## config.mk

```make
export PLATFORM = sky130hd
export DESIGN_NAME = jhe_queue
export DESIGN_NICKNAME = d
export VERILOG_FILES = /design/src/design/jpeg_huffman_block_encoder_unit_defines.svh /design/src/design/jhe_pkg.sv /design/src/design/jhe_queue.sv
export SDC_FILE = /design/constraint.sdc
export NUM_CORES = 1
export LEC_CHECK = 0
export BUFFER_PORTS_ARGS = -buffer_cell sky130_fd_sc_hd__buf_2
export CORE_MARGIN = 2
export CORE_UTILIZATION = 40
export DETAILED_ROUTE_END_ITERATION = 7
export MAX_ROUTING_LAYER = met4
export PLACE_DENSITY_LB_ADDON = 0.2
export SETUP_SLACK_MARGIN = 0.3
export SKIP_CTS_REPAIR_TIMING = 1
export SYNTH_ARGS = -nofsm -noshare
export SYNTH_HDL_FRONTEND = slang
export SYNTH_SLANG_ARGS = --single-unit
```

## constraint.sdc

```tcl
create_clock -name clk -period 4.6 [get_ports clk]
set_input_delay 0.69 -clock clk [delete_from_list [all_inputs] [get_ports clk]]
set_output_delay 0.69 -clock clk [all_outputs]
set_load 0.01 [all_outputs]
```

## src/design/jpeg_huffman_block_encoder_unit_defines.svh

```systemverilog
// Assertion macros used by the encoder's back end.
// Depends on nothing; include by bare file name.
`ifndef JPEG_HUFFMAN_BLOCK_ENCODER_UNIT_DEFINES_SVH
`define JPEG_HUFFMAN_BLOCK_ENCODER_UNIT_DEFINES_SVH

// Same-cycle implication, disabled while reset is asserted.
`define JHE_ASSERT_IMPL(label, clk, rst_n, ante, cons) \
	label: assert property (@(posedge clk) disable iff (!rst_n) (ante) |-> (cons)) \
		else $error("encoder check failed in the same cycle");

// Next-cycle implication, disabled while reset is asserted.
`define JHE_ASSERT_NEXT(label, clk, rst_n, ante, cons) \
	label: assert property (@(posedge clk) disable iff (!rst_n) (ante) |=> (cons)) \
		else $error("encoder check failed one cycle later");

`endif

```

## src/design/jhe_pkg.sv

```systemverilog
// Shared types and constants of the block Huffman encoder.
// No dependencies; the front, queue, back and top files refer to it by scoped names.
package jhe_pkg;

	localparam logic [2:0] CMD_LOAD_DC = 3'd0;
	localparam logic [2:0] CMD_LOAD_AC = 3'd1;
	localparam logic [2:0] CMD_ENC_DC  = 3'd2;
	localparam logic [2:0] CMD_ENC_AC  = 3'd3;
	localparam logic [2:0] CMD_END     = 3'd4;

	localparam int CODE_W   = 16;
	localparam int LEN_W    = 5;
	localparam int AMP_W    = 11;
	localparam int CAT_W    = 4;
	localparam int PEND_W   = 7;
	localparam int CNT_W    = 10;
	// Seven pending bits, the longest code and the longest amplitude.
	localparam int ACC_W    = PEND_W + CODE_W + AMP_W;
	localparam int ACC_CW   = 6;

	localparam logic [3:0] RUN_MAX    = 4'd15;
	localparam logic [3:0] AC_CAT_MAX = 4'd10;
	localparam logic [3:0] DC_CAT_MAX = 4'd11;
	localparam logic [CNT_W-1:0] COUNT_MAX = 10'd1023;

	localparam int QUEUE_DEPTH = 2;

	typedef enum logic [1:0] {
		KIND_END,
		KIND_DC,
		KIND_AC
	} kind_t;

	typedef enum logic {
		ST_IDLE,
		ST_EMIT
	} back_state_t;

	// One classified symbol, ready to be packed into the bit stream.
	typedef struct packed {
		logic              is_end;
		logic [CODE_W-1:0] code;
		logic [LEN_W-1:0]  code_len;
		logic [AMP_W-1:0]  amp;
		logic [CAT_W-1:0]  amp_len;
	} qent_t;

endpackage

```

## src/design/jhe_queue.sv

```systemverilog
// Short queue of classified symbols between the front and back ends.
// Depends on jhe_pkg.
module jhe_queue (
	input  logic           clk,
	input  logic           arst_n,
	input  logic           push_valid,
	output logic           push_ready,
	input  jhe_pkg::qent_t push_data,
	output logic           pop_valid,
	input  logic           pop_ready,
	output jhe_pkg::qent_t pop_data
);

	localparam int PW = $clog2(jhe_pkg::QUEUE_DEPTH);
	localparam int CW = $clog2(jhe_pkg::QUEUE_DEPTH + 1);

	jhe_pkg::qent_t slot_q [jhe_pkg::QUEUE_DEPTH];
	logic [PW-1:0]  wr_ptr_q;
	logic [PW-1:0]  rd_ptr_q;
	logic [CW-1:0]  count_q;
	logic           do_push;
	logic           do_pop;

	assign push_ready = count_q != CW'(jhe_pkg::QUEUE_DEPTH);
	assign pop_valid  = count_q != '0;
	assign pop_data   = slot_q[rd_ptr_q];
	assign do_push    = push_valid && push_ready;
	assign do_pop     = pop_valid && pop_ready;

	always_ff @(posedge clk or negedge arst_n) begin
		if (!arst_n) begin
			wr_ptr_q <= '0;
			rd_ptr_q <= '0;
			count_q  <= '0;
		end else begin
			if (do_push) begin
				wr_ptr_q <= wr_ptr_q + PW'(1);
			end
			if (do_pop) begin
				rd_ptr_q <= rd_ptr_q + PW'(1);
			end
			case ({do_push, do_pop})
				2'b10:   count_q <= count_q + CW'(1);
				2'b01:   count_q <= count_q - CW'(1);
				default: count_q <= count_q;
			endcase
		end
	end

	always_ff @(posedge clk) begin
		if (do_push) begin
			slot_q[wr_ptr_q] <= push_data;
		end
	end

endmodule

```

==> key figures, run 1 <==
Run status
  – Status: completed

Synth
  – Mean Syn Cell Area: 22.33 sq um
  – Post-synth top area cell: edfxtp_1
  – Synthesized net count: 174
  – Syn Inst Count: 132
  – Yosys cell types: 15
  – Register area share after synthesis: 78.78%
  – Ys Warns: 0
  – Count of state elements after synthesis: 78
  – Synth top area share: 75.38%
  – Synth top area cells: edfxtp_1 75%, mux2_4 10%, mux2_2 6.5%, dfrtp_1 3.4%, buf_6 1.1%
  – Netlist Area Pre-Place: 2948 sq um

Finish
  – Layout cells sized above 1: 60.36%
  – Most common cell after layout, fill and taps aside: buf_2
  – Final nets: 260
  – Ant diodes: 0
  – Finished layout cell area: 3616 sq um
  – Most frequent cells in the layout: 79 x buf_2, 74 x edfxtp_1, 20 x mux2_4
  – Area grow syn2layout: 22.67%

Power and ir drop
  – Switching fraction of total power: 28.96%
  – Pwr dens: 613.5 nW/um^2
  – Internal: 1.576 mW
  – Logic gate share of total power: 29.2%
  – Switch Pwr: 642.4 uW
  – Reg power frac: 49.7%
  – Clock power share: 21.1%
  – Max IR drop VDD: 0.0003117 V
  – Tot Pwr: 2.218 mW
  – Leak: 1.414 nW

Timing
  – Final critical-path required period: 2687 ps
  – Tightest Pin Transition: 1121 ps
  – Count of final setup violators: 0
  – Slew HR: 25.12%
  – Final Hold Viols: 0
  – Final Skew: 8.334 ps
  – Tcrit/Tclk final: 58.42%
  – RSZ-0062 raised after global routing: false
  – Max Freq: 0.3721 GHz
  – Setup TNS: 0 ps
  – Slew Viols, Final: 0
  – Hold_ws: 149.2 ps

Global routing
  – Met3 GRT Util: 4.191%
  – Met2 Use GR: 20.96%
  – Initial antenna violation count: 0
  – Global-route wire length before repair: 7521 um
  – GR peak layer: met2
  – Vias in the first global route: 1579
  – Total track usage: 12.97%
  – Met1 Use GR: 14.07%
  – Global route overflow: 0
  – Largest net degree at the start of global routing: 39

Setup path
  – Critical R2R Launch: count_q[0]
  – Reg-to-Reg End: slot_q[0][19]
  – Setup crit start kind: register
  – Reg-to-reg setup timing slack: 2610 ps
  – FF-to-FF path depth: 3
  – WP data arrival: 2000 ps
  – Critical Path RT: 3910 ps
  – Critical path class: register to output port
  – Worst-path maximum fanout: 38
  – Worst Setup EP: pop_data[11]
  – Critical path startpoint: rd_ptr_q
  – Critical path endpoint category: output port

Floorplanning
  – Die ar.: 8072 sq um
  – Starting Density: 41.08%
  – Die Y: 89.85 um
  – Die width: 89.85 um
  – I/O Pins: 80
  – Row cnt: 31
  – Core outline area: 7176 sq um

Place
  – GPL Wtd Cong: 0.6817
  – Detailed placement HPWL: 2975 um
  – IO buf count: 79
  – Placement Cell Area: 3438 sq um

Route
  – Post-route DRC: 0
  – Per-cell routed wire length: 14.93 um
  – Vias: 1459
  – Post-DR vias/cell: 4.545
  – Drt initial violations: 78
  – Antenna-violating nets left: 0
  – TritonRoute pass-1 iters: 4
  – Routed wire length: 4794 um

Hold path
  – Worst Hold Class: input pin to asynchronous set/reset pin

CTS
  – Root Buffer: clkbuf_8
  – Num CTS Buffers: 9
  – CTS tree: built
  – Worst-path clk slew: 70 ps
  – H-tree depth: 3
  – Clk buf depth: 2
  – Worst skew pair latency: 340 ps
  – Clock sink total: 78

Job
  – Max-Cap Viols: 0
[sequential cells by signal (all words and copies together) (netlist names)]
register,cells
slot_q,74
count_q,2
rd_ptr_q,1
wr_ptr_q,1
[cell type report]
class                   count  area, sq um
fillers                   628         3560
flip-flops and latches     78         2323
multi-input cells          50        595.6
repair buffers             79        395.4
clock buffers               9        123.9
well taps                  99        123.9
clock inverters             6        53.80
[cells in the mapped netlist]
master / n
xor2_1: 2
mux2_4: 20
edfxtp_1: 74
mux2_2: 17
nand2b_1: 1
buf_2: 1
ha_1: 1
or2_1: 1
nor2_1: 2
nand2_1: 1
buf_6: 3
and3_1: 1
xnor2_1: 3
dfrtp_1: 4
and2_4: 1
[critical path: stages, from the launching register on]
cell and delay (ps):
dfrtp_2 1080, mux2_2 430, buf_2 140
[per-stage QoR]
| stage | cells | setup WS [ps] | utilization [%] |
|---|---|---|---|
| final | 321 | 1913 | 50.39 |
| after global routing | 321 | 1800 | 50.39 |
| after CTS | 321 | 1833 | 50.39 |
| after detailed placement | 306 | 2235 | 47.92 |
| after global placement | 306 | 2226 | 47.92 |
| after floorplan | 132 | 1821 | - |
[power groups by stage]
| stage | logic (mW) | clock network, mW | registers [mW] |
|---|---|---|---|
| after floorplan | 0.526 | 0 | 1.03 |
| after global placement | 0.662 | 0 | 1.12 |
| after detailed placement | 0.664 | 0 | 1.12 |
| after CTS | 0.668 | 0.482 | 1.11 |
| after global routing | 0.702 | 0.511 | 1.13 |
| final | 0.647 | 0.468 | 1.10 |
[kinds of logic (layout without fill, tap and decap cells)]
family	count (synthesis)	after routing	share of synthesized area (%)
simple gates	7	7	1.316
fa+ha+maj	1	1	0.4244
flops	78	78	78.78
xor+xnor	5	5	1.486
mux	37	37	16.68
buf+inv	4	94	1.316
[how the worst min path moves through the flow]
stage,to,slack [ps]
6_report,rd_ptr_q,150
3_3_place_gp,count_q[1],470
2_1_floorplan,count_q[0],390
4_1_cts,wr_ptr_q,140
3_5_place_dp,count_q[1],490
5_1_grt,wr_ptr_q,140
[routing by layer]
layer  up-vias  wire length [um]
li1        686                 -
met1       715              1905
met2        46              2514
met3        12               257
met4         0               116
met5         -                 0
Note: power is estimated with default switching activity, not from simulation.
==> run 2, diff against run 1 <==
clock period = 2.3 ns   (was 4.6 ns; I/O delays follow)
==> run 2 against run 1 <==
Compared with the run above:
- hold slack improved by 43 ps
- sequential power grew 85%
- final area rose by 0.69%
- critical path depth grew 1
- final cell count increased by 2.2%
- clock-buffer cell count increased by 3
- first-iteration DRC count shrank 21%
- sequential share of layout area decreased by 0.44 points
- die area did not move
- global-route usage grew 0.054 points
- sequential cell count unchanged
- largest power group unchanged
- largest cell class unchanged
==> key figures, run 2 (synthesis results as in run 1) <==
Run status
  – Status: completed

Finish
  – Area of the multi-input gates: 595.6 sq um
  – Most common cell after layout, fill and taps aside: buf_2
  – Max reg flops: 74
  – Final nets: 267
  – Area grow syn2layout: 23.51%
  – Biggest regs: slot_q: 74 flops, count_q: 2 flops
  – Ant diodes: 0
  – Layout cells sized above 1: 59.39%
  – Register area: 2323 sq um
  – Most frequent cells in the layout: 79 x buf_2, 74 x edfxtp_1, 20 x mux2_4
  – Biggest register: slot_q
  – FILL cells: 625

CTS
  – Root Buffer: clkbuf_8
  – CTS tree: built
  – Worst-path clk slew: 70 ps
  – Num CTS Buffers: 9
  – Clock sink total: 78
  – H-tree depth: 3
  – Worst skew pair latency: 340 ps
  – Clk buf depth: 2

Setup path
  – WP data arrival: 1560 ps
  – Worst-path cell chain: buf_4, mux2_2, buf_2
  – Setup crit start kind: register
  – Worst path max stage delay: 390 ps
  – Critical R2R Launch: count_q[0]
  – Crit path buffers/inverters: 2
  – Critical path startpoint: rd_ptr_q
  – Worst-path maximum fanout: 20
  – Critical Path RT: 1960 ps
  – Worst path slowest cell: mux2_2
  – Critical path endpoint category: output port
  – Worst path top cell family by delay: buffers and inverters
  – Reg-to-reg setup timing slack: 780 ps
  – Critical path class: register to output port

Route
  – Per-cell routed wire length: 14.62 um
  – Drt initial violations: 62
  – Antenna-violating nets left: 0
  – TritonRoute pass-1 iters: 4
  – Post-route DRC: 0
  – Routed wire length: 4796 um
  – Post-DR vias/cell: 4.448
  – Vias: 1459

Place
  – GPL Wtd Cong: 0.7119
  – IO buf count: 79
  – Detailed placement HPWL: 3184 um

Global routing
  – Total track usage: 13.03%
  – Initial antenna violation count: 0
  – Global route overflow: 0
  – Largest net degree at the start of global routing: 21
  – Global-route wire length before repair: 7652 um
  – Vias in the first global route: 1553

Floorplanning
  – I/O Pins: 80
  – Row cnt: 31
  – Core outline area: 7176 sq um
  – Die width: 89.85 um
  – Die Y: 89.85 um
  – Die ar.: 8072 sq um
  – Starting Density: 41.08%

Timing
  – Tightest Pin Transition: 356.1 ps
  – Tcrit/Tclk final: 82.74%
  – Slew Viols, Final: 0
  – Max Freq: 0.5255 GHz
  – Slew HR: 76.26%
  – Final Skew: 7.735 ps
  – Setup TNS: 0 ps
  – Final critical-path required period: 1903 ps
  – Count of final setup violators: 0
  – RSZ-0062 raised after global routing: false
  – Final Hold Viols: 0

Power and ir drop
  – Max IR drop VDD: 0.0007960 V
  – Leak: 1.428 nW
  – Pwr dens: 1198 nW/um^2
  – Tot Pwr: 4.362 mW

Hold path
  – Worst Hold Class: input pin to register
  – Hold_sp: push_data[26]

Job
  – Max-Cap Viols: 0
[run 2: cell count changes in the layout (fill, tap and decap cells not counted), sizes merged]
cell         before  now
buf              79   85
clkbuf            9   12
clkinv            5    3
bufinv            1    0
dlygate4sd3       0    1
[run 2: through the flow]
step | instance area, sq um | hold WS, ps | setup WS, ps | utilization [%] | std cells
after CTS | 3631 | -204.6 | 374.6 | 50.60 | 327
after detailed placement | 3483 | 159.6 | 745.3 | 48.54 | 312
after global routing | 3641 | 171.7 | 314.9 | 50.74 | 328
after floorplan | 2955 | 49.41 | 351.4 | - | 132
after global placement | 3483 | 156.1 | 775.0 | 48.54 | 312
final | 3641 | 192.3 | 396.9 | 50.74 | 328
[run 2: power breakdown]
group / switching [mW] / total [mW] / internal [mW]
Combinational: 0.749 / 1.50 / 0.753
Clock: 0.439 / 0.817 / 0.378
Sequential: 0.0962 / 2.04 / 1.95
Total: 1.28 / 4.36 / 3.08
[run 2: final cells by class]
type | count | area share (%)
multi-input cells | 50 | 16.36
clock buffers | 12 | 3.711
clock inverters | 3 | 0.3436
well taps | 99 | 3.402
repair buffers | 86 | 12.37
flip-flops and latches | 78 | 63.81
[run 2: path summary, 6_finish.rpt]
path                       cells past startpoint       endpoint
setup reg to reg                               5     count_q[1]
hold / removal                                 1  slot_q[0][26]
setup / recovery                               3   pop_data[27]
hold reg to reg                                1     count_q[1]
min in group asynchronous                      2     count_q[1]
max in group asynchronous                      2       rd_ptr_q
[run 2: worst register-to-register path, cell delays in order (launching register included)]
cell	delay, ps
dfrtp_1	430
or2_1	250
and2_4	170
ha_1	290
nor2_1	150
xor2_1	160
[run 2: routing by layer]
| layer | track usage [%] | wire length, um | up-vias |
|---|---|---|---|
| met5 | - | 0 | - |
| li1 | - | - | 696 |
| met4 | 7.308 | 108 | 0 |
| met1 | 14.80 | 2045 | 709 |
| met2 | 20.90 | 2411 | 45 |
| met3 | 3.688 | 230 | 9 |
==> run 3, diff against run 2 <==
ABC_AREA = 1   (was not set)
clock period = 1.7 ns   (was 2.3 ns; I/O delays follow)
==> run 3 against run 2 <==
Compared with the run above:
- final area increased by 7.6%
- sequential cell count unchanged
- largest power group unchanged
- via count increased by 28%
==> key figures, run 3 <==
Run status
  – Status: completed

Setup path
  – Critical path endpoint category: output port
  – Worst path slowest cell: dfrtp_2
  – WP depth: 5
  – Worst path max stage delay: 430 ps
  – Worst-path maximum fanout: 12
  – Critical path class: register to output port
  – Worst-path cell chain: clkinv_4, clkbuf_16, nand2_1, nand2_1, buf_2
  – WP data arrival: 1300 ps
  – Crit path buffers/inverters: 3
  – Critical Path RT: 1440 ps
  – Setup crit start kind: register
  – FF-to-FF path depth: 9
  – Worst path top cell family by delay: flip-flops
  – Cell mode on critical path: nand2_1

Synth
  – Synth top area share: 75.74%
  – Main synth FF type: edfxtp_1
  – Synth async-reset ratio: 5.128%
  – Synth Area in Compound Gates: 0.1706%
  – Netlist Area Pre-Place: 2934 sq um
  – Mux cell area share after synthesis: 0%
  – Simple-gate area share of the yosys netlist: 16.67%
  – Number of enable flip-flop cells after synthesis: 74
  – Main combinational cell family by area after synthesis: simple AND/OR/NAND/NOR gates
  – Count of state elements after synthesis: 78
  – Post-synthesis xor/xnor area fraction: 0.2985%
  – Top-count cell post-synth: nand2_1
  – Synthesized net count: 265
  – Post-synth top area cell: edfxtp_1
  – Post-synthesis adder-cell area fraction: 0.4264%
  – Synth top area cells: edfxtp_1 76%, nand2_1 15%, dfrtp_1 3.4%, buf_6 1.5%, inv_1 0.64%
  – Register area share after synthesis: 79.15%
  – Syn Inst Count: 223
  – Mean Syn Cell Area: 13.16 sq um
  – Yosys cell types: 16
  – Top cells by count, synth: 119 x nand2_1, 74 x edfxtp_1, 5 x inv_1
  – Ys Warns: 0

Hold path
  – Worst Hold Class: input pin to register
  – Hold Crit Depth: 1

Global routing
  – Total track usage: 13.97%
  – Largest net degree at the start of global routing: 27
  – Global-route wire length before repair: 7748 um
  – Global route overflow: 0
  – Vias in the first global route: 1656
  – Initial antenna violation count: 0

Power and ir drop
  – Tot Pwr: 6.855 mW
  – Leak: 1.701 nW
  – Pwr dens: 1749 nW/um^2
  – Max IR drop VDD: 0.0006857 V

Timing
  – Max Freq: 0.6439 GHz
  – Hold_ws: 100.0 ps
  – Slew Viols, Final: 0
  – Final critical-path required period: 1553 ps
  – Setup TNS: 0 ps
  – Slew HR: 84.36%
  – Final Skew: 6.472 ps
  – Final Hold Viols: 0
  – Count of final setup violators: 0
  – RSZ-0062 raised after global routing: true
  – Tightest Pin Transition: 234.6 ps
  – Tcrit/Tclk final: 91.36%

Floorplanning
  – Core outline area: 7176 sq um
  – Die Y: 89.65 um
  – Row cnt: 31
  – Die width: 89.65 um
  – Starting Density: 40.89%
  – Die ar.: 8036 sq um
  – I/O Pins: 80

Finish
  – Biggest register: slot_q
  – Biggest regs: slot_q: 74 flops, count_q: 2 flops
  – Finished layout cell area: 3919 sq um
  – Final nets: 360
  – FILL cells: 619
  – Most common cell after layout, fill and taps aside: nand2_1
  – Max reg flops: 74
  – Area grow syn2layout: 33.56%
  – Core Util, Final: 54.61%
  – Ant diodes: 0
  – Most frequent cells in the layout: 104 x nand2_1, 74 x buf_2, 74 x edfxtp_1
  – Layout cells sized above 1: 40.25%

CTS
  – Clock sink total: 78
  – Worst-path clk slew: 80 ps
  – CTS tree: built
  – Worst skew pair latency: 340 ps
  – Clk buf depth: 2
  – H-tree depth: 3
  – Num CTS Buffers: 9
  – Root Buffer: clkbuf_8

Route
  – TritonRoute pass-1 iters: 4
  – Vias: 1869
  – Drt initial violations: 79
  – Post-route DRC: 0
  – Post-DR vias/cell: 4.429
  – Per-cell routed wire length: 13.24 um
  – Routed wire length: 5587 um
  – Antenna-violating nets left: 0

Place
  – IO buf count: 79
  – Placement Cell Area: 3478 sq um
  – Detailed placement HPWL: 3339 um
  – GPL Wtd Cong: 0.7866

Job
  – Max-Cap Viols: 0
-- run 3: layer usage --
metal / track usage (%) / routed length [um]
met1: 16.26 / 2498
met2: 21.39 / 2715
met3: 5.667 / 307
met4: 6.106 / 66
met5: - / 0
-- run 3: worst register-to-register path, delay by kind of cell, from the launching register on --
family	cells	cell delay, ps
buffers and inverters	3	230
DFF	1	420
and+or+nand+nor	5	330
adders and majority gates	1	210
-- run 3: final timing paths --
kind	start	to	slack [ps]
worst max-delay path	rd_ptr_q	pop_data[11]	150
worst min-delay path	push_data[6]	slot_q[0][6]	100
worst max register to register	count_q[0]	count_q[1]	380
worst min register to register	count_q[1]	count_q[1]	590
max in group asynchronous	arst_n	rd_ptr_q	1320
min in group asynchronous	arst_n	count_q[1]	250
-- run 3: cell families after synthesis --
| kind of cell | count (synthesis) |
|---|---|
| compound gates | 1 |
| buf+inv | 15 |
| simple gates | 127 |
| fa+ha+maj | 1 |
| xor+xnor | 1 |
| flops | 78 |
-- run 3: stage by stage --
stage / instances / setup slack (ps)
after floorplan: 223 / 118.6
after global placement: 401 / 379.2
after detailed placement: 401 / 320.3
after CTS: 417 / 31.10
after global routing: 422 / 48.17
final: 422 / 146.9
-- run 3: layout make-up --
type / instances / area (sq um) / share of cell area (%)
Timing Repair Buffer: 92 / 614.3 / 15.68
Multi-Input combinational cell: 130 / 613.1 / 15.64
Tap cell: 99 / 123.9 / 3.161
Sequential cell: 78 / 2323 / 59.29
Clock inverter: 7 / 88.84 / 2.267
Inverter: 7 / 31.28 / 0.7982
Clock buffer: 9 / 123.9 / 3.161
-- run 3: power by group --
part / switching, mW / total [mW] / internal (mW)
registers: 0.161 / 2.79 / 2.63
logic: 1.51 / 2.61 / 1.10
clock network: 0.644 / 1.46 / 0.816
total: 2.31 / 6.85 / 4.54
