<file path="config.mk">
export PLATFORM = sky130hd
export DESIGN_NAME = jhe_back_flat
export DESIGN_NICKNAME = d
export VERILOG_FILES = /design/src/design/jhe_pkg.sv /design/src/design/jhe_out_if.sv /design/src/design/jhe_back.sv /design/src/flat_wrapper.sv
export VERILOG_INCLUDE_DIRS = /design/src /design/src/design
export SDC_FILE = /design/constraint.sdc
export NUM_CORES = 1
export LEC_CHECK = 0
export BUFFER_PORTS_ARGS = -buffer_cell sky130_fd_sc_hd__buf_2
export CAP_MARGIN = 20
export CELL_PAD_IN_SITES_DETAIL_PLACEMENT = 0
export CELL_PAD_IN_SITES_GLOBAL_PLACEMENT = 1
export CORE_ASPECT_RATIO = 0.5
export CORE_MARGIN = 4
export CORE_UTILIZATION = 30
export DETAILED_ROUTE_END_ITERATION = 6
export PLACE_DENSITY = 0.66
export SLEW_MARGIN = 20
export SYNTH_ARGS = -nofsm -noshare
export SYNTH_HDL_FRONTEND = slang
export SYNTH_SLANG_ARGS = --single-unit
</file>
<file path="constraint.sdc">
create_clock -name clk -period 3.54 [get_ports clk]
set_input_delay 0.885 -clock clk [delete_from_list [all_inputs] [get_ports clk]]
set_output_delay 0.885 -clock clk [all_outputs]
set_load 0.005 [all_outputs]
</file>
<file path="src/design/jpeg_huffman_block_encoder_unit_defines.svh">
// Assertion macros used by the encoder's back end.
// Depends on nothing; include by bare file name.
`ifndef JPEG_HUFFMAN_BLOCK_ENCODER_UNIT_DEFINES_SVH
`define JPEG_HUFFMAN_BLOCK_ENCODER_UNIT_DEFINES_SVH

// Same-cycle implication, disabled while reset is asserted.
`define JHE_ASSERT_IMPL(label, clk, rst_n, ante, cons) \
	label: assert property (@(posedge clk) disable iff (!rst_n) (ante) |-> (cons)) \
		else $error("encoder check failed in the same cycle");

// Next-cycle implication, disabled while reset is asserted.
`define JHE_ASSERT_NEXT(label, clk, rst_n, ante, cons) \
	label: assert property (@(posedge clk) disable iff (!rst_n) (ante) |=> (cons)) \
		else $error("encoder check failed one cycle later");

`endif

</file>
<file path="src/design/jhe_pkg.sv">
// Shared types and constants of the block Huffman encoder.
// No dependencies; the front, queue, back and top files refer to it by scoped names.
package jhe_pkg;

	localparam logic [2:0] CMD_LOAD_DC = 3'd0;
	localparam logic [2:0] CMD_LOAD_AC = 3'd1;
	localparam logic [2:0] CMD_ENC_DC  = 3'd2;
	localparam logic [2:0] CMD_ENC_AC  = 3'd3;
	localparam logic [2:0] CMD_END     = 3'd4;

	localparam int CODE_W   = 16;
	localparam int LEN_W    = 5;
	localparam int AMP_W    = 11;
	localparam int CAT_W    = 4;
	localparam int PEND_W   = 7;
	localparam int CNT_W    = 10;
	// Seven pending bits, the longest code and the longest amplitude.
	localparam int ACC_W    = PEND_W + CODE_W + AMP_W;
	localparam int ACC_CW   = 6;

	localparam logic [3:0] RUN_MAX    = 4'd15;
	localparam logic [3:0] AC_CAT_MAX = 4'd10;
	localparam logic [3:0] DC_CAT_MAX = 4'd11;
	localparam logic [CNT_W-1:0] COUNT_MAX = 10'd1023;

	localparam int QUEUE_DEPTH = 2;

	typedef enum logic [1:0] {
		KIND_END,
		KIND_DC,
		KIND_AC
	} kind_t;

	typedef enum logic {
		ST_IDLE,
		ST_EMIT
	} back_state_t;

	// One classified symbol, ready to be packed into the bit stream.
	typedef struct packed {
		logic              is_end;
		logic [CODE_W-1:0] code;
		logic [LEN_W-1:0]  code_len;
		logic [AMP_W-1:0]  amp;
		logic [CAT_W-1:0]  amp_len;
	} qent_t;

endpackage

</file>
<file path="src/design/jhe_out_if.sv">
// Result channel of the encoder: valid/ready handshake and the result fields.
// No dependencies.
interface jhe_out_if;
	logic       valid;
	logic       ready;
	logic [7:0] out_byte;
	logic       byte_valid;
	logic       last;
	logic       block_done;
	logic [9:0] block_byte_count;

	modport source (output valid, out_byte, byte_valid, last, block_done,
		block_byte_count, input ready);
	modport sink (input valid, out_byte, byte_valid, last, block_done,
		block_byte_count, output ready);
endinterface

</file>
<file path="src/design/jhe_back.sv">
// Back end: packs codes and amplitude bits MSB first, emits one byte per cycle
// unless stalled, ends blocks. Depends on jhe_pkg, jhe_out_if, defines header.
`include "jpeg_huffman_block_encoder_unit_defines.svh"

module jhe_back (
	input  logic           clk,
	input  logic           arst_n,
	input  logic           pop_valid,
	output logic           pop_ready,
	input  jhe_pkg::qent_t pop_data,
	jhe_out_if.source      results
);

	jhe_pkg::back_state_t          state_q;
	jhe_pkg::back_state_t          state_d;
	logic [jhe_pkg::ACC_W-1:0]     acc_q;
	logic [jhe_pkg::ACC_CW-1:0]    count_q;
	logic [jhe_pkg::PEND_W-1:0]    pend_bits_q;
	logic [2:0]                    pend_cnt_q;
	logic [jhe_pkg::CNT_W-1:0]     blk_bytes_q;

	logic                          out_valid_q;
	logic [7:0]                    byte_q;
	logic                          bvalid_q;
	logic                          last_q;
	logic                          done_q;
	logic [jhe_pkg::CNT_W-1:0]     cnt_q;

	logic                          out_free;
	logic                          do_pop;
	logic                          do_end;
	logic                          do_enc;
	logic                          do_emit;
	logic [5:0]                    sym_sh;
	logic [jhe_pkg::ACC_W-1:0]     cmask;
	logic [jhe_pkg::ACC_W-1:0]     amask;
	logic [jhe_pkg::ACC_W-1:0]     enc_acc;
	logic [jhe_pkg::ACC_CW-1:0]    enc_total;
	logic [jhe_pkg::ACC_CW-1:0]    rem;
	logic [jhe_pkg::ACC_W-1:0]     acc_sh;
	logic [7:0]                    emit_byte;
	logic                          emit_last;
	logic [jhe_pkg::PEND_W-1:0]    rem_bits;
	logic [7:0]                    end_byte;
	logic [jhe_pkg::CNT_W-1:0]     blk_inc;

	assign out_free = !out_valid_q || results.ready;

	// Datapath: join pending bits, code and amplitude, and form the output bytes.
	always_comb begin
		sym_sh    = 6'(pop_data.code_len) + 6'(pop_data.amp_len);
		cmask     = ~({jhe_pkg::ACC_W{1'b1}} << pop_data.code_len);
		amask     = ~({jhe_pkg::ACC_W{1'b1}} << pop_data.amp_len);
		enc_acc   = (jhe_pkg::ACC_W'(pend_bits_q) << sym_sh)
			| ((jhe_pkg::ACC_W'(pop_data.code) & cmask) << pop_data.amp_len)
			| (jhe_pkg::ACC_W'(pop_data.amp) & amask);
		enc_total = jhe_pkg::ACC_CW'(pend_cnt_q) + sym_sh;
		rem       = count_q - jhe_pkg::ACC_CW'(8);
		acc_sh    = acc_q >> rem;
		emit_byte = acc_sh[7:0];
		emit_last = rem < jhe_pkg::ACC_CW'(8);
		rem_bits  = acc_q[jhe_pkg::PEND_W-1:0] & ~({jhe_pkg::PEND_W{1'b1}} << rem[2:0]);
		end_byte  = 8'({1'b0, pend_bits_q} << (4'd8 - {1'b0, pend_cnt_q}));
		blk_inc   = (blk_bytes_q < jhe_pkg::COUNT_MAX) ? blk_bytes_q + 10'd1 : blk_bytes_q;
	end

	always_comb begin
		state_d = state_q;
		case (state_q)
			jhe_pkg::ST_IDLE: begin
				if (pop_valid && !pop_data.is_end && enc_total >= jhe_pkg::ACC_CW'(8)) begin
					state_d = jhe_pkg::ST_EMIT;
				end
			end
			jhe_pkg::ST_EMIT: begin
				if (out_free && emit_last) begin
					state_d = jhe_pkg::ST_IDLE;
				end
			end
			default: state_d = jhe_pkg::ST_IDLE;
		endcase
	end

	always_comb begin
		pop_ready = 1'b0;
		do_emit   = 1'b0;
		case (state_q)
			jhe_pkg::ST_IDLE: pop_ready = !pop_data.is_end || out_free;
			jhe_pkg::ST_EMIT: do_emit   = out_free;
			default: begin
				pop_ready = 1'b0;
				do_emit   = 1'b0;
			end
		endcase
		do_pop = pop_valid && pop_ready;
		do_end = do_pop && pop_data.is_end;
		do_enc = do_pop && !pop_data.is_end;
	end

	always_ff @(posedge clk or negedge arst_n) begin
		if (!arst_n) begin
			state_q     <= jhe_pkg::ST_IDLE;
			count_q     <= '0;
			pend_bits_q <= '0;
			pend_cnt_q  <= '0;
			blk_bytes_q <= '0;
			out_valid_q <= 1'b0;
		end else begin
			state_q <= state_d;
			if (do_enc) begin
				count_q <= enc_total;
				if (enc_total < jhe_pkg::ACC_CW'(8)) begin
					pend_bits_q <= enc_acc[jhe_pkg::PEND_W-1:0];
					pend_cnt_q  <= enc_total[2:0];
				end
			end
			if (do_emit) begin
				count_q     <= rem;
				blk_bytes_q <= blk_inc;
				if (emit_last) begin
					pend_bits_q <= rem_bits;
					pend_cnt_q  <= rem[2:0];
				end
			end
			if (do_end) begin
				pend_bits_q <= '0;
				pend_cnt_q  <= '0;
				blk_bytes_q <= '0;
			end
			if (do_emit || do_end) begin
				out_valid_q <= 1'b1;
			end else if (results.ready) begin
				out_valid_q <= 1'b0;
			end
		end
	end

	always_ff @(posedge clk) begin
		if (do_enc) begin
			acc_q <= enc_acc;
		end
		if (do_emit) begin
			byte_q   <= emit_byte;
			bvalid_q <= 1'b1;
			last_q   <= emit_last;
			done_q   <= 1'b0;
			cnt_q    <= '0;
		end else if (do_end) begin
			byte_q   <= end_byte;
			bvalid_q <= pend_cnt_q != 3'd0;
			last_q   <= 1'b1;
			done_q   <= 1'b1;
			cnt_q    <= (pend_cnt_q != 3'd0) ? blk_inc : blk_bytes_q;
		end
	end

	assign results.valid            = out_valid_q;
	assign results.out_byte         = byte_q;
	assign results.byte_valid       = bvalid_q;
	assign results.last             = last_q;
	assign results.block_done       = done_q;
	assign results.block_byte_count = cnt_q;

	`JHE_ASSERT_IMPL(a_emit_has_byte, clk, arst_n, state_q == jhe_pkg::ST_EMIT, count_q >= 6'd8)
	`JHE_ASSERT_IMPL(a_done_is_last, clk, arst_n, out_valid_q && done_q, last_q)
	`JHE_ASSERT_NEXT(a_end_clears, clk, arst_n, do_end, pend_cnt_q == 3'd0 && blk_bytes_q == 10'd0)
	`JHE_ASSERT_IMPL(a_pending_clean, clk, arst_n, state_q == jhe_pkg::ST_IDLE, (pend_bits_q >> pend_cnt_q) == 7'd0)

endmodule

</file>
<file path="src/flat_wrapper.sv">
// flat-port wrapper written by rule: the top's interface ports become plain ports
module jhe_back_flat 
  (clk, arst_n, pop_valid, pop_ready, pop_data, results_valid, results_out_byte, results_byte_valid, results_last, results_block_done, results_block_byte_count, results_ready);
  jhe_out_if results_i ();
  input  logic clk;
  input  logic arst_n;
  input  logic pop_valid;
  output logic pop_ready;
  input  jhe_pkg::qent_t pop_data;
  output wire logic [$bits(results_i.valid)-1:0] results_valid;
  output wire logic [$bits(results_i.out_byte)-1:0] results_out_byte;
  output wire logic [$bits(results_i.byte_valid)-1:0] results_byte_valid;
  output wire logic [$bits(results_i.last)-1:0] results_last;
  output wire logic [$bits(results_i.block_done)-1:0] results_block_done;
  output wire logic [$bits(results_i.block_byte_count)-1:0] results_block_byte_count;
  input wire logic [$bits(results_i.ready)-1:0] results_ready;
  assign results_valid = results_i.valid;
  assign results_out_byte = results_i.out_byte;
  assign results_byte_valid = results_i.byte_valid;
  assign results_last = results_i.last;
  assign results_block_done = results_i.block_done;
  assign results_block_byte_count = results_i.block_byte_count;
  assign results_i.ready = results_ready;
  jhe_back u_core (.clk(clk), .arst_n(arst_n), .pop_valid(pop_valid), .pop_ready(pop_ready), .pop_data(pop_data), .results(results_i));
endmodule
</file>
==> results of run 1 <==
[cell usage in the layout, fill, tap and decap left out, drive strengths merged, types with 28 or more instances in the layout]
cell,count
buf,116
nand2,82
mux2i,58
nor2,58
o21ai,53
edfxtp,43
a21oi,38
nand3,36
mux4,34
dfrtp,28
[routing by layer]
layer,track usage,vias to the layer above
met5,0,-
met4,0.0291,0
met3,0.0222,22
met2,0.241,184
met1,0.273,3187
li1,-,3181
[kinds of logic (layout without fill, tap and decap cells)]
group           count (synthesis)  in the layout  share of synthesized area
mux                           106            106                      0.209
buf+inv                        89            157                     0.0506
simple gates                  254            254                      0.166
xor+xnor                        8              8                     0.0117
fa+ha+maj                      14             14                     0.0264
flops                          83             83                      0.310
compound gates                239            239                      0.227
[synthesized netlist by cell type (7+ instances only)]
cell | instances | area share
nor2_1 | 58 | 0.030
nor2b_1 | 13 | 0.011
mux2_2 | 14 | 0.022
o221ai_1 | 10 | 0.012
o22ai_1 | 18 | 0.016
a211oi_1 | 15 | 0.016
o31ai_1 | 7 | 0.0073
nand2_1 | 82 | 0.043
ha_1 | 12 | 0.021
clkbuf_1 | 48 | 0.025
xnor2_1 | 7 | 0.0085
nand3_1 | 36 | 0.025
and3_1 | 8 | 0.0070
a21oi_1 | 37 | 0.026
dfrtp_1 | 28 | 0.097
o21ai_0 | 53 | 0.037
mux4_2 | 34 | 0.11
mux2i_1 | 58 | 0.081
edfxtp_1 | 43 | 0.18
dfxtp_1 | 12 | 0.033
nand2b_1 | 11 | 0.0096
a31oi_1 | 12 | 0.010
o211ai_1 | 26 | 0.027
inv_1 | 23 | 0.012
nor3_1 | 18 | 0.013
[power by group through the flow]
stage | sequential, mW | clock [mW] | combinational (mW)
2_1_floorplan | 1.44 | 0 | 2.40
3_3_place_gp | 1.67 | 0 | 3.11
3_5_place_dp | 1.67 | 0 | 3.15
4_1_cts | 1.66 | 0.982 | 3.16
5_1_grt | 1.71 | 1.03 | 3.46
6_report | 1.66 | 0.961 | 3.17
[metrics by stage]
| step | cell area (um2) | setup TNS, ns |
|---|---|---|
| 2_1_floorplan | 7230 | 0 |
| 3_3_place_gp | 8050 | -0.00959 |
| 3_5_place_dp | 8050 | -0.673 |
| 4_1_cts | 8350 | 0 |
| 5_1_grt | 8350 | 0 |
| 6_report | 8350 | 0 |
[final cells by class]
| class | instances | area [um2] | share of cell area |
|---|---|---|---|
| multi-input combinational | 621 | 4630 | 0.554 |
| timing repair buffer | 116 | 713 | 0.0854 |
| inverter | 25 | 93.8 | 0.0112 |
| tap | 307 | 384 | 0.0460 |
| clock inverter | 7 | 75.1 | 0.00899 |
| clock buffer | 9 | 225 | 0.0270 |
| sequential | 83 | 2230 | 0.267 |
[worst min path at each step]
stage | endpoint | slack (ns) | depth (start not counted)
3_5_place_dp | u_core.results.block_byte_count[9] | 0.46 | 2
6_report | u_core.results.block_byte_count[9] | 0.47 | 2
5_1_grt | u_core.results.block_byte_count[1] | 0.51 | 2
3_3_place_gp | u_core.results.block_done | 0.44 | 2
4_1_cts | u_core.results.block_byte_count[9] | 0.47 | 2
2_1_floorplan | u_core.count_q[4] | 0.46 | 2
[registers in the layout, indices dropped and copies added, names as in the netlist, 3 cells and up]
signal and count:
u_core.blk_bytes_q 10, u_core.acc_q 34, u_core.results.out_byte 8, u_core.results.block_byte_count 10
u_core.count_q 6, u_core.pend_bits_q 7, u_core.pend_cnt_q 3
[critical path: cells and delay by family]
family / cells / cell delay (ns)
and+or+nand+nor: 1 / 0.37
buffers and inverters: 1 / 0.12
adders and majority gates: 3 / 1.17
AOI/OAI and AO/OA: 3 / 0.76
xor gates and xnor gates: 1 / 0.22
==> metrics.yaml, run 1 <==
outcome:
  status: "finished, final reports clean"
synth:
  synthFlopType: "edfxtp_1"
  synth_area_um2: 7200
  async_flop_share: 0.337
  synthCells: 793
  synth-seq-area-share: 0.310
  synth_edf_count: 43
  avgSynthCellArea_um2: 9.07
  synth_seq_cells: 83
  syn-num-nets: 848
  yosys_warnings: 0
  synth_cell_types: 70
global_route:
  antenna_found_initial: 0
  gr-total-overflow: 0
  grt.total_usage: 0.169
  grt_max_degree: 41
  grt_pass1_vias: 6128
  grt_pass1_wl_um: 36000
setup_path:
  r2r-start: "u_core.pend_cnt_q[0]"
  worst_setup_path_endpoint: "u_core.pend_cnt_q[2]"
  arrival_ns: 3.51
  worst_ep_required_time_ns: 3.78
  path_max_fanout: 8
  critPathCaptureType: "register"
  critPathSlowestCell: "fa_2"
  cp-start-kind: "primary input"
  regToRegSetupSlack_ns: 0.74
  crit_chain: "buf_2 -> ha_2 -> fa_2 -> fa_1 -> a21oi_2 -> xnor3_1 -> o22a_1 -> or2_1 -> o311ai_1"
  worstReg2RegEnd: "u_core.results.out_byte[7]"
  r2r_cells: 7
  crit_path_start: "pop_data[15]"
  cpPeakStageDelay_ns: 0.49
  critical_path_class: "in2reg"
power_and_ir_drop:
  peakVddDrop_v: 0.000263
  share_comb_of_total_power: 0.547
  p_switching_mw: 2.49
  power.share.clock: 0.166
  p_leak_nw: 3.25
  p_total_mw: 5.79
  switching_share: 0.430
  p_per_area_nw_per_um2: 693
  p_seq_frac: 0.287
  internal_power_mw: 3.30
placement:
  port-buffer-count: 63
  placed_cells: 1152
  dp_slack_ns: -0.103
  place.gp.congestion: 0.888
  dpl.hpwl_um: 18000
clocking:
  numCtsBuffers: 9
  root_buffer: "clkbuf_16"
  ctsHtreeMaxLevel: 3
  clock_latency_ns: 0.35
  post-cts-setup-buffers: 0
  clockBufferDepth: 2
  cts_tree: "done"
  cts_resized: 0
  cts_num_sinks: 83
  clk_pin_slew_ns: 0.06
  ctsHoldBuffers: 0
detailed_routing:
  wl_met2_um: 9420
  drt_iter0_markers: 477
  finalWirelength_um: 22800
  top_layer_used: "met4"
  routed-via-count: 6574
  wl_met1_um: 12100
  post_drt_wl_per_cell_um: 19.5
  antenna_left: 0
  first_pass_iters: 4
  drc_errors: 0
  via_per_inst: 5.63
  wl_met3_um: 1010
die:
  fp.dieW_um: 227
  initial_core_util: 0.310
  die-area_um2: 26700
  core_area_um2: 23200
  rows: 39
  die_h_um: 118
  ios: 64
final_layout:
  fin_cells: 1168
  final_util: 0.360
  antenna_cells: 0
  nets: 911
  drive_gt1_frac: 0.225
  syn2layout_area_growth_pct: 16.1
  fill_cells: 2356
timing:
  finalCriticalPeriod_ns: 3.28
  fin_ws_ns: 0.264
  hold_slack_ns: 0.468
  clock_skew_ns: 0.0169
  slew_violations: 0
  tightestPinTransition_ns: 0.824
  hold_viol: 0
  rsz0062_at_grt: "false"
  setup_violations: 0
  maxSlewHeadroom: 0.446
  finalCritPeriodShare: 0.925
  fmax_ghz: 0.305
hold_path:
  min_path_type: "reg2reg"
  hp-start: "u_core.results.block_byte_count[9]"
job:
  timing.max_cap.violations: 0
No activity file was read; power rests on OpenSTA's default activity.
==> inputs of run 2 (changes only) <==
--- a/config.mk
+++ b/config.mk
@@ -15,6 +15,7 @@
 export CORE_UTILIZATION = 30
 export DETAILED_ROUTE_END_ITERATION = 6
 export PLACE_DENSITY = 0.66
+export SETUP_SLACK_MARGIN = 0.5
 export SLEW_MARGIN = 20
 export SYNTH_ARGS = -nofsm -noshare
 export SYNTH_HDL_FRONTEND = slang
==> metrics.yaml, run 2 (synthesis gave the netlist of run 1 again) <==
global_route:
  antenna_found_initial: 0
  met3_usage: 0.0307
  grt_use_met1: 0.267
  grt_max_degree: 42
  grt.total_usage: 0.169
  grt_pass1_vias: 6275
  gr-total-overflow: 0
  grtUsageMet2: 0.245
  grt_most_used_layer: "met1"
  grt_pass1_wl_um: 36200
clocking:
  ctsHtreeMaxLevel: 3
  cts_num_sinks: 83
  cts_tree: "done"
  root_buffer: "clkbuf_16"
  clockBufferDepth: 2
  clk_pin_slew_ns: 0.07
  numCtsBuffers: 9
  clock_latency_ns: 0.34
die:
  initial_core_util: 0.310
  die_h_um: 118
  rows: 39
  fp.dieW_um: 227
  die-area_um2: 26700
  core_area_um2: 23200
  ios: 64
detailed_routing:
  antenna_left: 0
  routed-via-count: 6656
  first_pass_iters: 5
  via_per_inst: 5.70
  finalWirelength_um: 23000
  drt_iter0_markers: 471
  drc_errors: 0
  post_drt_wl_per_cell_um: 19.7
setup_path:
  critPathCaptureType: "register"
  arrival_ns: 3.37
  worstReg2RegEnd: "u_core.results.out_byte[7]"
  r2r_cells: 7
  regToRegSetupSlack_ns: 0.74
  r2r-start: "u_core.pend_cnt_q[0]"
  path_max_fanout: 4
  cp-start-kind: "primary input"
  worst_ep_required_time_ns: 3.76
  critical_path_class: "in2reg"
final_layout:
  antenna_cells: 0
  final_util: 0.363
  final_cell_mix: "nand2_1, buf_2, mux2i_1, nor2_1, o21ai_0"
  final_area_um2: 8410
  largest_register_ffs: 34
  top_register: "u_core.acc_q"
  mostFrequentLayoutCell: "nand2_1"
  drive_gt1_frac: 0.236
  syn2layout_area_growth_pct: 16.9
  nets: 910
power_and_ir_drop:
  switching_share: 0.436
  p_leak_nw: 3.25
  power.share.clock: 0.155
  p_per_area_nw_per_um2: 683
  peakVddDrop_v: 0.000274
  p_seq_frac: 0.295
  p_switching_mw: 2.51
  share_comb_of_total_power: 0.550
  internal_power_mw: 3.24
timing:
  setup_violations: 0
  finalCritPeriodShare: 0.888
  rsz0062_at_grt: "true"
  maxSlewHeadroom: 0.321
  tightestPinTransition_ns: 1.02
  fmax_ghz: 0.318
  hold_viol: 0
  finalCriticalPeriod_ns: 3.14
  slew_violations: 0
  clock_skew_ns: 0.0121
hold_path:
  min_path_type: "reg2reg"
  hp-start: "u_core.results.block_byte_count[9]"
  holdPathStages: 2
  hold_path_end: "u_core.results.block_byte_count[9]"
placement:
  dpl.hpwl_um: 18100
  port-buffer-count: 63
  place_area_um2: 8040
  place.gp.congestion: 0.857
outcome:
  status: "finished, final reports clean"
job:
  timing.max_cap.violations: 0
## run 2: layout make-up
class                      count  area (um2)
clock inverter                 6        48.8
timing repair buffer         115         737
inverter                      25        93.8
tap                          307         384
sequential                    83        2230
clock buffer                  10         229
fill                        2353       14800
multi-input combinational    621        4690
## run 2: worst max-delay path by stage
stage / start / to / slack (ns)
after detailed placement: pop_data[0] / u_core.pend_cnt_q[1] / -0.06
after CTS: pop_data[0] / u_core.pend_cnt_q[1] / 0.40
after floorplan: pop_data[0] / u_core.pend_cnt_q[1] / 0.06
after global routing: pop_data[0] / u_core.pend_cnt_q[1] / 0.32
final: pop_data[0] / u_core.pend_cnt_q[1] / 0.40
after global placement: pop_data[15] / u_core.pend_cnt_q[1] / 0.04
## run 2: critical path, stage by stage
cell,delay (ns)
buf_8,0.10
ha_4,0.15
fa_2,0.50
fa_2,0.40
a21oi_4,0.18
xnor3_1,0.23
o22a_1,0.27
or4_1,0.47
and3b_1,0.17
## run 2: layer usage
| layer | wire length (um) | part of all wire | up-vias |
|---|---|---|---|
| met5 | 0 | 0 | - |
| met3 | 1360 | 0.059 | 14 |
| met1 | 11700 | 0.51 | 3264 |
| met4 | 138 | 0.0060 | 0 |
| met2 | 9720 | 0.42 | 208 |
| li1 | - | - | 3170 |
## run 2: timing repair
action | in CTS | in global routing
endpoints found under the setup margin | 11 | 18
gates cloned | 0 | 0
buffers inserted | 0 | 3
gates resized for setup | 12 | 8
pin swaps | 12 | 10
hold buffers | 0 | 0
## run 2: power by group through the flow
stage / Combinational (mW) / Sequential (mW) / Clock, mW
5_1_grt: 3.46 / 1.75 / 0.965
4_1_cts: 3.12 / 1.69 / 0.906
3_5_place_dp: 3.08 / 1.71 / 0
6_report: 3.16 / 1.70 / 0.889
3_3_place_gp: 3.04 / 1.70 / 0
2_1_floorplan: 2.41 / 1.44 / 0
## run 2: through the flow
stage	power, mW	hold slack [ns]	setup WS [ns]	instances	setup TNS [ns]
after detailed placement	4.79	0.459	-0.0556	1148	-0.298
after CTS	5.72	0.473	0.400	1164	0
after floorplan	3.85	0.456	0.0557	793	0
final	5.74	0.469	0.397	1167	0
after global routing	6.17	0.510	0.319	1167	0
after global placement	4.74	0.444	0.0448	1148	0
==> inputs of run 3 (changes only) <==
--- a/config.mk
+++ b/config.mk
@@ -11,7 +11,7 @@
 export CELL_PAD_IN_SITES_DETAIL_PLACEMENT = 0
 export CELL_PAD_IN_SITES_GLOBAL_PLACEMENT = 1
 export CORE_ASPECT_RATIO = 0.5
-export CORE_MARGIN = 4
+export CORE_MARGIN = 1.5
 export CORE_UTILIZATION = 30
 export DETAILED_ROUTE_END_ITERATION = 6
 export PLACE_DENSITY = 0.66
==> metrics.yaml, run 3 (synthesis gave the netlist of run 1 again) <==
outcome:
  status: "finished, final reports clean"
detailed_routing:
  antenna_left: 0
  first_pass_iters: 5
  finalWirelength_um: 23000
  drc_errors: 0
  drt_iter0_markers: 498
  post_drt_wl_per_cell_um: 19.7
  routed-via-count: 6665
  via_per_inst: 5.71
final_layout:
  syn2layout_area_growth_pct: 17.2
  fill_cells: 2341
  top_register: "u_core.acc_q"
  final_cell_mix: "nand2_1, buf_2, mux2i_1"
  nets: 911
  antenna_cells: 0
  drive_gt1_frac: 0.237
  mostFrequentLayoutCell: "nand2_1"
  final_area_um2: 8440
  largest_register_ffs: 34
  fin_cells: 1168
setup_path:
  cp-start-kind: "primary input"
  cpPeakStageDelay_ns: 0.49
  worstReg2RegEnd: "u_core.results.out_byte[7]"
  arrival_ns: 3.35
  critical_path_class: "in2reg"
  worst_ep_required_time_ns: 3.77
  path_max_fanout: 4
  critPathSlowestCell: "or4_1"
  critPathCaptureType: "register"
  crit_chain: "buf_8 -> ha_4 -> fa_2 -> fa_2 -> a21oi_4 -> xnor3_1 -> o22a_2 -> or4_1 -> and3b_1"
  path_common_cell: "fa_2"
  regToRegSetupSlack_ns: 0.72
  r2r-start: "u_core.pend_cnt_q[0]"
  r2r_cells: 7
power_and_ir_drop:
  share_comb_of_total_power: 0.548
  internal_power_mw: 3.24
  p_per_area_nw_per_um2: 682
  peakVddDrop_v: 0.000277
  p_switching_mw: 2.51
  p_leak_nw: 3.26
  p_seq_frac: 0.297
  power.share.clock: 0.155
  switching_share: 0.436
clocking:
  root_buffer: "clkbuf_16"
  cts_num_sinks: 83
  clock_latency_ns: 0.34
  clk_pin_slew_ns: 0.07
  ctsHtreeMaxLevel: 3
  numCtsBuffers: 9
  clockBufferDepth: 2
  cts_tree: "done"
timing:
  rsz0062_at_grt: "true"
  slew_violations: 0
  clock_skew_ns: 0.0120
  maxSlewHeadroom: 0.330
  finalCriticalPeriod_ns: 3.12
  finalCritPeriodShare: 0.881
  tightestPinTransition_ns: 1.01
  setup_violations: 0
  hold_viol: 0
  fmax_ghz: 0.321
  fin_ws_ns: 0.422
hold_path:
  holdPathStages: 2
  hp-start: "u_core.results.block_done"
  hold_path_end: "u_core.results.block_done"
  min_path_type: "reg2reg"
global_route:
  gr-total-overflow: 0
  grt_max_degree: 42
  grt_pass1_vias: 6316
  grt.total_usage: 0.184
  antenna_found_initial: 0
  grt_pass1_wl_um: 36300
placement:
  place.gp.congestion: 0.871
  place_area_um2: 8060
  dpl.hpwl_um: 18000
  dp_slack_ns: -0.136
  placed_cells: 1150
  port-buffer-count: 63
die:
  core_area_um2: 23200
  initial_core_util: 0.310
  die-area_um2: 25000
  fp.dieW_um: 222
  ios: 64
  rows: 39
  die_h_um: 113
job:
  timing.max_cap.violations: 0
-- run 3: cell types whose count changed in the layout (fill, tap and decap cells not counted), sizes merged --
cell / delta
buf: +1
clkinvlp: -1
clkinv: +1
-- run 3: critical path: cells and delay by family --
family / cells / cell delay, ns
adders and majority gates: 3 / 1.01
and+or+nand+nor: 2 / 0.68
buffers and inverters: 1 / 0.10
xor gates and xnor gates: 1 / 0.22
AOI/OAI and AO/OA: 2 / 0.44
-- run 3: power by group through the flow --
stage / Sequential [mW] / Clock (mW) / Combinational (mW)
2_1_floorplan: 1.44 / 0 / 2.41
3_3_place_gp: 1.72 / 0 / 3.02
3_5_place_dp: 1.73 / 0 / 3.08
4_1_cts: 1.71 / 0.914 / 3.13
5_1_grt: 1.77 / 0.951 / 3.43
6_report: 1.71 / 0.892 / 3.16
-- run 3: metrics by stage --
| step | hold WS [ns] | utilization | setup TNS, ns | power, mW |
|---|---|---|---|---|
| final | 0.472 | 0.364 | 0 | 5.76 |
| after CTS | 0.472 | 0.362 | 0 | 5.75 |
| after global routing | 0.496 | 0.364 | 0 | 6.15 |
| after detailed placement | 0.454 | 0.348 | -0.788 | 4.81 |
| after floorplan | 0.456 | - | 0 | 3.85 |
| after global placement | 0.443 | 0.348 | 0 | 4.74 |
-- run 3: area by class of cell --
type	count	area, um2	area share
multi-input combinational	621	4690	0.556
sequential	83	2230	0.265
timing repair buffer	116	753	0.0893
tap	307	384	0.0455
clock buffer	10	229	0.0271
inverter	25	93.8	0.0111
clock inverter	6	50.0	0.00593
-- run 3: worst max path at each step --
stage / startpoint / endpoint / slack, ns / depth (start not counted)
6_report: pop_data[0] / u_core.pend_cnt_q[1] / 0.42 / 9
5_1_grt: pop_data[0] / u_core.pend_bits_q[4] / 0.37 / 12
2_1_floorplan: pop_data[0] / u_core.pend_cnt_q[1] / 0.06 / 11
3_5_place_dp: pop_data[0] / u_core.pend_cnt_q[1] / -0.14 / 9
4_1_cts: pop_data[0] / u_core.pend_cnt_q[1] / 0.40 / 9
3_3_place_gp: pop_data[0] / u_core.pend_cnt_q[1] / 0.02 / 9
-- run 3: repair_timing --
item	CTS	global route
setup buffers	1	1
endpoints found under the setup margin	11	17
pin swaps	8	4
hold buffers	0	0
gates resized for setup	12	7
-- run 3: metal layers --
layer,up-vias,global-route usage,part of all wire
met5,-,0,0
met3,16,0.0285,0.046
li1,3174,-,-
met2,210,0.274,0.42
met1,3265,0.279,0.52
met4,0,0.0384,0.011
